[config.mk]
export PLATFORM = sky130hd
export DESIGN_NAME = nearest_palette_color
export DESIGN_NICKNAME = d
export VERILOG_FILES = /design/src/hdl/npc_pkg.sv /design/src/hdl/nearest_palette_color.sv
export SDC_FILE = /design/constraint.sdc
export NUM_CORES = 2
export LEC_CHECK = 0
export BUFFER_PORTS_ARGS = -buffer_cell sky130_fd_sc_hd__buf_2
export CAP_MARGIN = 25
export CORE_ASPECT_RATIO = 1.1
export CORE_MARGIN = 1
export CORE_UTILIZATION = 54
export CTS_CLUSTER_SIZE = 25
export DETAILED_ROUTE_END_ITERATION = 8
export PLACE_DENSITY = 0.69
export SYNTH_ARGS = -nofsm -noshare
export SYNTH_HDL_FRONTEND = slang
export SYNTH_SLANG_ARGS = --single-unit
[constraint.sdc]
create_clock -name clk -period 8.9 [get_ports clk]
set_clock_uncertainty 0.05 [all_clocks]
set_input_delay 2.67 -clock clk [delete_from_list [all_inputs] [get_ports clk]]
set_output_delay 2.67 -clock clk [all_outputs]
set_load 0.005 [all_outputs]
[src/hdl/npc_pkg.sv]
// ----------------------------------------------------------------------------
// npc_pkg
// Shared widths, codes and defaults for the nearest palette color search.
// ----------------------------------------------------------------------------
`default_nettype none

package npc_pkg;

    localparam int PALETTE_ENTRIES_DEF = 256;

    localparam int KIND_W  = 1;
    localparam int INDEX_W = 8;   // width of entry_index and closest_index
    localparam int COLOR_W = 16;  // RGB565
    localparam int CHAN_W  = 8;
    localparam int SQ_W    = 2 * CHAN_W;
    localparam int DIST_W  = SQ_W + 2;  // 3 * 255 * 255 fits in 18 bits

    localparam logic [KIND_W-1:0] KIND_WRITE = 1'b0;
    localparam logic [KIND_W-1:0] KIND_QUERY = 1'b1;

endpackage

`default_nettype wire

[src/hdl/nearest_palette_color.sv]
// ----------------------------------------------------------------------------
// nearest_palette_color
// RGB565 palette with a nearest-color lookup by squared RGB distance.
// ----------------------------------------------------------------------------
// A write item stores one RGB565 entry and gives no result. A query item
// scans the whole palette: the palette memory has one read port, so the scan
// reads one entry per cycle and feeds it to a single distance unit (channel
// expansion, three 8x8 squarers, sum and running minimum). The read data,
// the squares and the running minimum are registered in turn, and the result
// then loads the output register. The block is ready again in the cycle the
// result appears, so a new query is never taken before the previous one's
// result is shown. The block takes no item while a query is scanning or
// while a finished query waits for a full output register. Every entry
// reads as zero after reset until it is written.
`default_nettype none

module nearest_palette_color #(
    parameter int PALETTE_ENTRIES = npc_pkg::PALETTE_ENTRIES_DEF
) (
    input  wire logic                          clk,
    input  wire logic                          rst_n,

    input  wire logic                          in_valid,
    output logic                               in_ready,
    input  wire logic [npc_pkg::KIND_W-1:0]    kind,
    input  wire logic [npc_pkg::INDEX_W-1:0]   entry_index,
    input  wire logic [npc_pkg::COLOR_W-1:0]   entry_color,
    input  wire logic [npc_pkg::CHAN_W-1:0]    red,
    input  wire logic [npc_pkg::CHAN_W-1:0]    green,
    input  wire logic [npc_pkg::CHAN_W-1:0]    blue,

    output logic                               out_valid,
    input  wire logic                          out_ready,
    output logic [npc_pkg::INDEX_W-1:0]        closest_index
);
    import npc_pkg::*;

    localparam int IDX_W = $clog2(PALETTE_ENTRIES);
    localparam logic [IDX_W-1:0]   LAST_IDX   = IDX_W'(PALETTE_ENTRIES - 1);
    localparam logic [INDEX_W:0]   SLOT_LIMIT = (INDEX_W + 1)'(PALETTE_ENTRIES);

    typedef enum logic [1:0] {
        ST_IDLE,
        ST_SCAN,
        ST_DONE
    } state_t;

    state_t                  state_reg;
    logic [IDX_W-1:0]        rd_idx_reg;
    logic                    issue_reg;
    logic                    p1_v_reg;
    logic                    p2_v_reg;
    logic [IDX_W-1:0]        best_idx_reg;
    logic [DIST_W-1:0]       best_sum_reg;
    logic                    out_valid_reg;
    logic [INDEX_W-1:0]      closest_reg;

    logic [COLOR_W-1:0]      mem [PALETTE_ENTRIES];
    logic [PALETTE_ENTRIES-1:0] vld_reg;

    logic [CHAN_W-1:0]       q_r_reg, q_g_reg, q_b_reg;
    logic [COLOR_W-1:0]      rd_data_reg;
    logic                    rd_vld_reg;
    logic [IDX_W-1:0]        p1_idx_reg;
    logic [IDX_W-1:0]        p2_idx_reg;
    logic [SQ_W-1:0]         sq_r_reg, sq_g_reg, sq_b_reg;

    logic                    accept;
    logic                    wr_en;
    logic [IDX_W-1:0]        wr_idx;
    logic [COLOR_W-1:0]      entry;
    logic [CHAN_W-1:0]       pr, pg, pb;
    logic [CHAN_W-1:0]       dr, dg, db;
    logic [DIST_W-1:0]       sum;
    logic                    take_best;

    assign in_ready      = (state_reg == ST_IDLE);
    assign out_valid     = out_valid_reg;
    assign closest_index = closest_reg;

    assign accept = in_valid && in_ready;
    assign wr_en  = accept && (kind == KIND_WRITE)
                    && ({1'b0, entry_index} < SLOT_LIMIT);
    assign wr_idx = entry_index[IDX_W-1:0];

    // Distance unit, stage 1: expand the entry and square channel differences
    always_comb
    begin
        entry = rd_vld_reg ? rd_data_reg : '0;
        pr    = {entry[15:11], 3'b000};
        pg    = {entry[10:5], 2'b00};
        pb    = {entry[4:0], 3'b000};
        dr    = (q_r_reg >= pr) ? (q_r_reg - pr) : (pr - q_r_reg);
        dg    = (q_g_reg >= pg) ? (q_g_reg - pg) : (pg - q_g_reg);
        db    = (q_b_reg >= pb) ? (q_b_reg - pb) : (pb - q_b_reg);
    end

    // Stage 2: sum and running minimum; strict compare keeps the lowest index
    assign sum = DIST_W'(sq_r_reg) + DIST_W'(sq_g_reg) + DIST_W'(sq_b_reg);
    assign take_best = (p2_idx_reg == '0) || (sum < best_sum_reg);

    // Palette memory and datapath registers
    always_ff @(posedge clk)
    begin
        if (wr_en)
        begin
            mem[wr_idx] <= entry_color;
        end
        rd_data_reg <= mem[rd_idx_reg];
        rd_vld_reg  <= vld_reg[rd_idx_reg];
        p1_idx_reg  <= rd_idx_reg;
        p2_idx_reg  <= p1_idx_reg;
        sq_r_reg    <= SQ_W'(dr) * SQ_W'(dr);
        sq_g_reg    <= SQ_W'(dg) * SQ_W'(dg);
        sq_b_reg    <= SQ_W'(db) * SQ_W'(db);
        if (accept && (kind == KIND_QUERY))
        begin
            q_r_reg <= red;
            q_g_reg <= green;
            q_b_reg <= blue;
        end
        if (p2_v_reg && take_best)
        begin
            best_sum_reg <= sum;
            best_idx_reg <= p2_idx_reg;
        end
    end

    // Written-entry flags; an unwritten entry reads as zero
    always_ff @(posedge clk or negedge rst_n)
    begin
        if (!rst_n)
        begin
            vld_reg <= '0;
        end
        else if (wr_en)
        begin
            vld_reg[wr_idx] <= 1'b1;
        end
    end

    // Scan sequencer and output register
    always_ff @(posedge clk or negedge rst_n)
    begin
        if (!rst_n)
        begin
            state_reg     <= ST_IDLE;
            rd_idx_reg    <= '0;
            issue_reg     <= 1'b0;
            p1_v_reg      <= 1'b0;
            p2_v_reg      <= 1'b0;
            out_valid_reg <= 1'b0;
            closest_reg   <= '0;
        end
        else
        begin
            // ST_DONE handles its own output handoff
            if (out_valid_reg && out_ready && (state_reg != ST_DONE))
            begin
                out_valid_reg <= 1'b0;
            end

            unique case (state_reg)
                ST_IDLE:
                begin
                    if (accept && (kind == KIND_QUERY))
                    begin
                        state_reg  <= ST_SCAN;
                        rd_idx_reg <= '0;
                        issue_reg  <= 1'b1;
                        p1_v_reg   <= 1'b0;
                        p2_v_reg   <= 1'b0;
                    end
                end
                ST_SCAN:
                begin
                    p1_v_reg <= issue_reg;
                    p2_v_reg <= p1_v_reg;
                    if (issue_reg)
                    begin
                        if (rd_idx_reg == LAST_IDX)
                        begin
                            issue_reg <= 1'b0;
                        end
                        else
                        begin
                            rd_idx_reg <= rd_idx_reg + IDX_W'(1);
                        end
                    end
                    if (p2_v_reg && (p2_idx_reg == LAST_IDX))
                    begin
                        state_reg <= ST_DONE;
                    end
                end
                ST_DONE:
                begin
                    p1_v_reg <= 1'b0;
                    p2_v_reg <= 1'b0;
                    if (!out_valid_reg || out_ready)
                    begin
                        out_valid_reg <= 1'b1;
                        closest_reg   <= INDEX_W'(best_idx_reg);
                        state_reg     <= ST_IDLE;
                    end
                end
                default:
                begin
                    state_reg <= ST_IDLE;
                end
            endcase
        end
    end

endmodule

`default_nettype wire

==> metrics.txt <==
# TYPE chip_impl_metric gauge
chip_impl_metric{name="worst_setup_hold_path_clk_slew",unit="ns"} 0.07
chip_impl_metric{name="clkLatencyLatePin",unit="ns"} 0.97
chip_impl_metric{name="rows",unit=""} 221
chip_impl_metric{name="global_route_wire_length_before_repair",unit="mm"} 651
chip_impl_metric{name="multiInputGateArea",unit="mm2"} 0.0434
chip_impl_metric{name="slew_violations",unit=""} 0
chip_impl_metric{name="post_cts.resized_instances",unit=""} 0
chip_impl_metric{name="placed_cells",unit=""} 12800
chip_impl_metric{name="synth_async_sr_flop_share",unit=""} 0.0618
chip_impl_info{name="ys.flop_type",value="edfxtp_1"} 1
chip_impl_metric{name="final_design_area_no_fill",unit="mm2"} 0.201
chip_impl_metric{name="grt_max_degree",unit=""} 177
chip_impl_metric{name="ir_worst_vdd",unit="V"} 0.000184
chip_impl_metric{name="vertical_die_dimension",unit="um"} 606
chip_impl_metric{name="data_arrival_critical_path",unit="ns"} 8.26
chip_impl_metric{name="antenna_violations_before_repair",unit=""} 32
chip_impl_metric{name="synth_adder_area_share",unit=""} 0.0216
chip_impl_metric{name="drive_above_1_share",unit=""} 0.291
chip_impl_info{name="path_delay_family",value="adder cells"} 1
chip_impl_metric{name="synth-seq-area-share",unit=""} 0.743
chip_impl_info{name="master_of_the_slowest_instance_on_the_critical_path",value="dfxtp_1"} 1
chip_impl_info{name="timing_worst_setup_path_type",value="reg2reg"} 1
chip_impl_metric{name="synth-warning-count",unit=""} 0
chip_impl_metric{name="place_congestion",unit=""} 0.929
chip_impl_metric{name="detailed_place_hpwl",unit="mm"} 270
chip_impl_info{name="rr_startpoint",value="rd_vld_reg"} 1
chip_impl_metric{name="remaining_drc_errors",unit=""} 0
chip_impl_metric{name="finalHoldViolations",unit=""} 0
chip_impl_metric{name="cap_viol_max_count",unit=""} 0
chip_impl_metric{name="number_of_enable_flip_flop_cells_after_synthesis",unit=""} 4146
chip_impl_metric{name="ys_seq_elements",unit=""} 4502
chip_impl_metric{name="vias_per_cell",unit=""} 6.51
chip_impl_info{name="run_status",value="completed"} 1
chip_impl_metric{name="final.period_utilization",unit=""} 0.839
chip_impl_metric{name="numCtsBuffers",unit=""} 430
chip_impl_metric{name="core_region_area",unit="mm2"} 0.330
chip_impl_info{name="netlist.top_cell.by_area",value="edfxtp_1"} 1
chip_impl_info{name="synth.most_common_cell",value="edfxtp_1"} 1
chip_impl_metric{name="flow.area_growth_from_synthesis",unit="%"} 12.5
chip_impl_metric{name="aggregate_global_route_resource_usage",unit=""} 0.275
chip_impl_metric{name="die_area",unit="mm2"} 0.334
chip_impl_metric{name="least_margin_pin_slew",unit="ns"} 1.23
chip_impl_metric{name="synth_top_area_frac",unit=""} 0.695
chip_impl_metric{name="postCtsSetupRepairBufs",unit=""} 0
chip_impl_metric{name="aggregate_global_routing_overflow",unit=""} 0
chip_impl_metric{name="setup_viol_count_final",unit=""} 0
chip_impl_metric{name="final-seq-area",unit="mm2"} 0.133
chip_impl_info{name="startpoint_type",value="flop"} 1
chip_impl_metric{name="timing.hold.worst_path_depth",unit=""} 0
chip_impl_metric{name="stdcell_count",unit=""} 13600
chip_impl_info{name="hold_path_end",value="p2_idx_reg[7]"} 1
chip_impl_metric{name="drt-total-wl",unit="mm"} 455
chip_impl_metric{name="max_stage_delay",unit="ns"} 0.74
chip_impl_metric{name="largest_register_ff_count",unit=""} 4096
chip_impl_metric{name="final.min_clock_period",unit="ns"} 7.46
chip_impl_metric{name="synth_xor_xnor_area_share",unit=""} 0.00367
chip_impl_metric{name="nets",unit=""} 9199
chip_impl_metric{name="relSlewSlack",unit=""} 0.183
chip_impl_metric{name="dr.first_iter.drc_count",unit=""} 11600
chip_impl_metric{name="boundaryPins",unit=""} 63
chip_impl_metric{name="place_ws",unit="ns"} 1.43
chip_impl_info{name="clockRootBuffer",value="clkbuf_16"} 1
chip_impl_info{name="tritoncts",value="built"} 1
chip_impl_metric{name="avgSynthCellArea",unit="um2"} 21.3
chip_impl_metric{name="htree_levels",unit=""} 5
chip_impl_metric{name="cellPowerDensity",unit="mW/mm2"} 208
chip_impl_info{name="worst_r2r_endpoint",value="sq_g_reg[15]"} 1
chip_impl_metric{name="timing.setup.tns",unit="ns"} 0
chip_impl_metric{name="placement_cell_area",unit="mm2"} 0.187
chip_impl_metric{name="cp.required",unit="ns"} 9.70
chip_impl_metric{name="initial_standard_cell_utilization_of_the_core",unit=""} 0.543
chip_impl_info{name="setup.worst_path.end_class",value="flop"} 1
chip_impl_metric{name="post_synth_instance_area",unit="mm2"} 0.179
chip_impl_info{name="grt_setup_unrepaired",value="no"} 1
chip_impl_metric{name="antenna_violating_nets_left",unit=""} 0
chip_impl_metric{name="vias",unit=""} 88700
chip_impl_metric{name="worst-r2r-cell-count",unit=""} 25
chip_impl_info{name="synth_top_family_by_area",value="multiplexers"} 1
chip_impl_info{name="hp-class",value="reg2reg"} 1
chip_impl_metric{name="fill_count",unit=""} 22500
chip_impl_metric{name="cp_num_buf_inv",unit=""} 5
chip_impl_metric{name="post_synth_and_or_nand_nor_area_fraction",unit=""} 0.0230
chip_impl_metric{name="routedWlPerCell",unit="um"} 33.4
chip_impl_metric{name="firstDrtPassIters",unit=""} 6
chip_impl_metric{name="static-leakage-power",unit="uW"} 0.0686
chip_impl_info{name="synth.area.top_cells",value="edfxtp_1, mux4_2, dfrtp_1"} 1
chip_impl_metric{name="width_of_the_die",unit="um"} 551
chip_impl_info{name="post_synth_most_frequent_cells",value="edfxtp_1, mux4_2, nor2_1, dfrtp_1, mux2i_1"} 1
chip_impl_metric{name="cts.sink_count",unit=""} 4502
chip_impl_metric{name="r2r_slack",unit="ns"} 1.44
chip_impl_metric{name="synth.distinct_cells",unit=""} 78
chip_impl_info{name="hold_path_startpoint",value="p1_idx_reg[7]"} 1
chip_impl_metric{name="clock_tree.buffer_depth",unit=""} 4
chip_impl_metric{name="synth-compound-area-share",unit=""} 0.0239
chip_impl_metric{name="synthMuxAreaShare",unit=""} 0.168
chip_impl_metric{name="postLayoutSetupSlackWorst",unit="ns"} 1.44
chip_impl_metric{name="cts_hold_repair.buffers",unit=""} 0
chip_impl_metric{name="port-buffer-count",unit=""} 62
chip_impl_metric{name="number_of_standard_cells_after_synthesis",unit=""} 8402
chip_impl_metric{name="cp_max_fo",unit=""} 16
chip_impl_metric{name="first_global_vias",unit=""} 89300
chip_impl_metric{name="fmax",unit="MHz"} 134
## per-layer routing
| layer | share of wire | global-route usage |
|---|---|---|
| met1 | 0.38 | 0.393 |
| met3 | 0.098 | 0.0472 |
| met4 | 0.034 | 0.0894 |
| met5 | 0.000088 | 0 |
| met2 | 0.48 | 0.436 |
## logic make-up (layout without fill, tap and decap cells)
logic type,after synthesis,after routing
flip-flops,4502,4502
XOR/XNOR,75,75
other,2,17
AND/OR/NAND/NOR,875,875
multiplexers,1457,1457
buffers and inverters,621,1481
AO/OA/AOI/OAI,618,618
adder cells (fa/ha/maj),252,252
## final cells by class
class	instances	share of cell area
timing repair buffer	492	0.0227
tap	4348	0.0270
inverter	188	0.00354
sequential	4502	0.661
multi-input combinational	3280	0.216
clock inverter	246	0.0122
clock buffer	555	0.0580
antenna	14	0.000174
## through the flow
step                      hold slack [ns]  power [uW]  utilization
final                               0.274       41900        0.611
after global routing                0.280       42900        0.611
after CTS                           0.275       42100        0.610
after detailed placement            0.262       24000        0.567
after global placement              0.262       24000        0.565
after floorplan                     0.260       23600            -
## worst max path at each step
stage                from            to  slack [ns]  cells past startpoint
3_5_place_dp   rd_vld_reg  sq_g_reg[15]        1.43                     24
3_3_place_gp   rd_vld_reg  sq_g_reg[15]        1.39                     24
6_report       rd_vld_reg  sq_g_reg[15]        1.44                     25
5_1_grt        rd_vld_reg  sq_g_reg[15]        0.83                     25
2_1_floorplan  rd_vld_reg  sq_b_reg[14]        2.51                     25
4_1_cts        rd_vld_reg  sq_g_reg[15]        1.40                     24
## cell usage in the layout, fill, tap and decap left out, types with 78 or more instances in the layout
cell type / n
edfxtp_1: 4146
mux4_2: 1237
clkbuf_16: 439
buf_4: 350
nor2_1: 274
dfrtp_1: 271
mux2i_1: 194
inv_1: 182
ha_1: 158
or2_2: 142
o21bai_1: 135
nand2_1: 127
nor2_2: 111
a21oi_1: 105
fa_1: 94
clkbuf_1: 89
clkinv_2: 86
o21ai_0: 79
dfxtp_1: 78
## report_power, final
group	total [uW]	switching (uW)	internal (uW)
Combinational	455	417	38.6
Sequential	23100	0.0000000000000100	23100
Clock	18400	7870	10500
Total	41900	8280	33600
No activity file was read; power rests on OpenSTA's default activity.
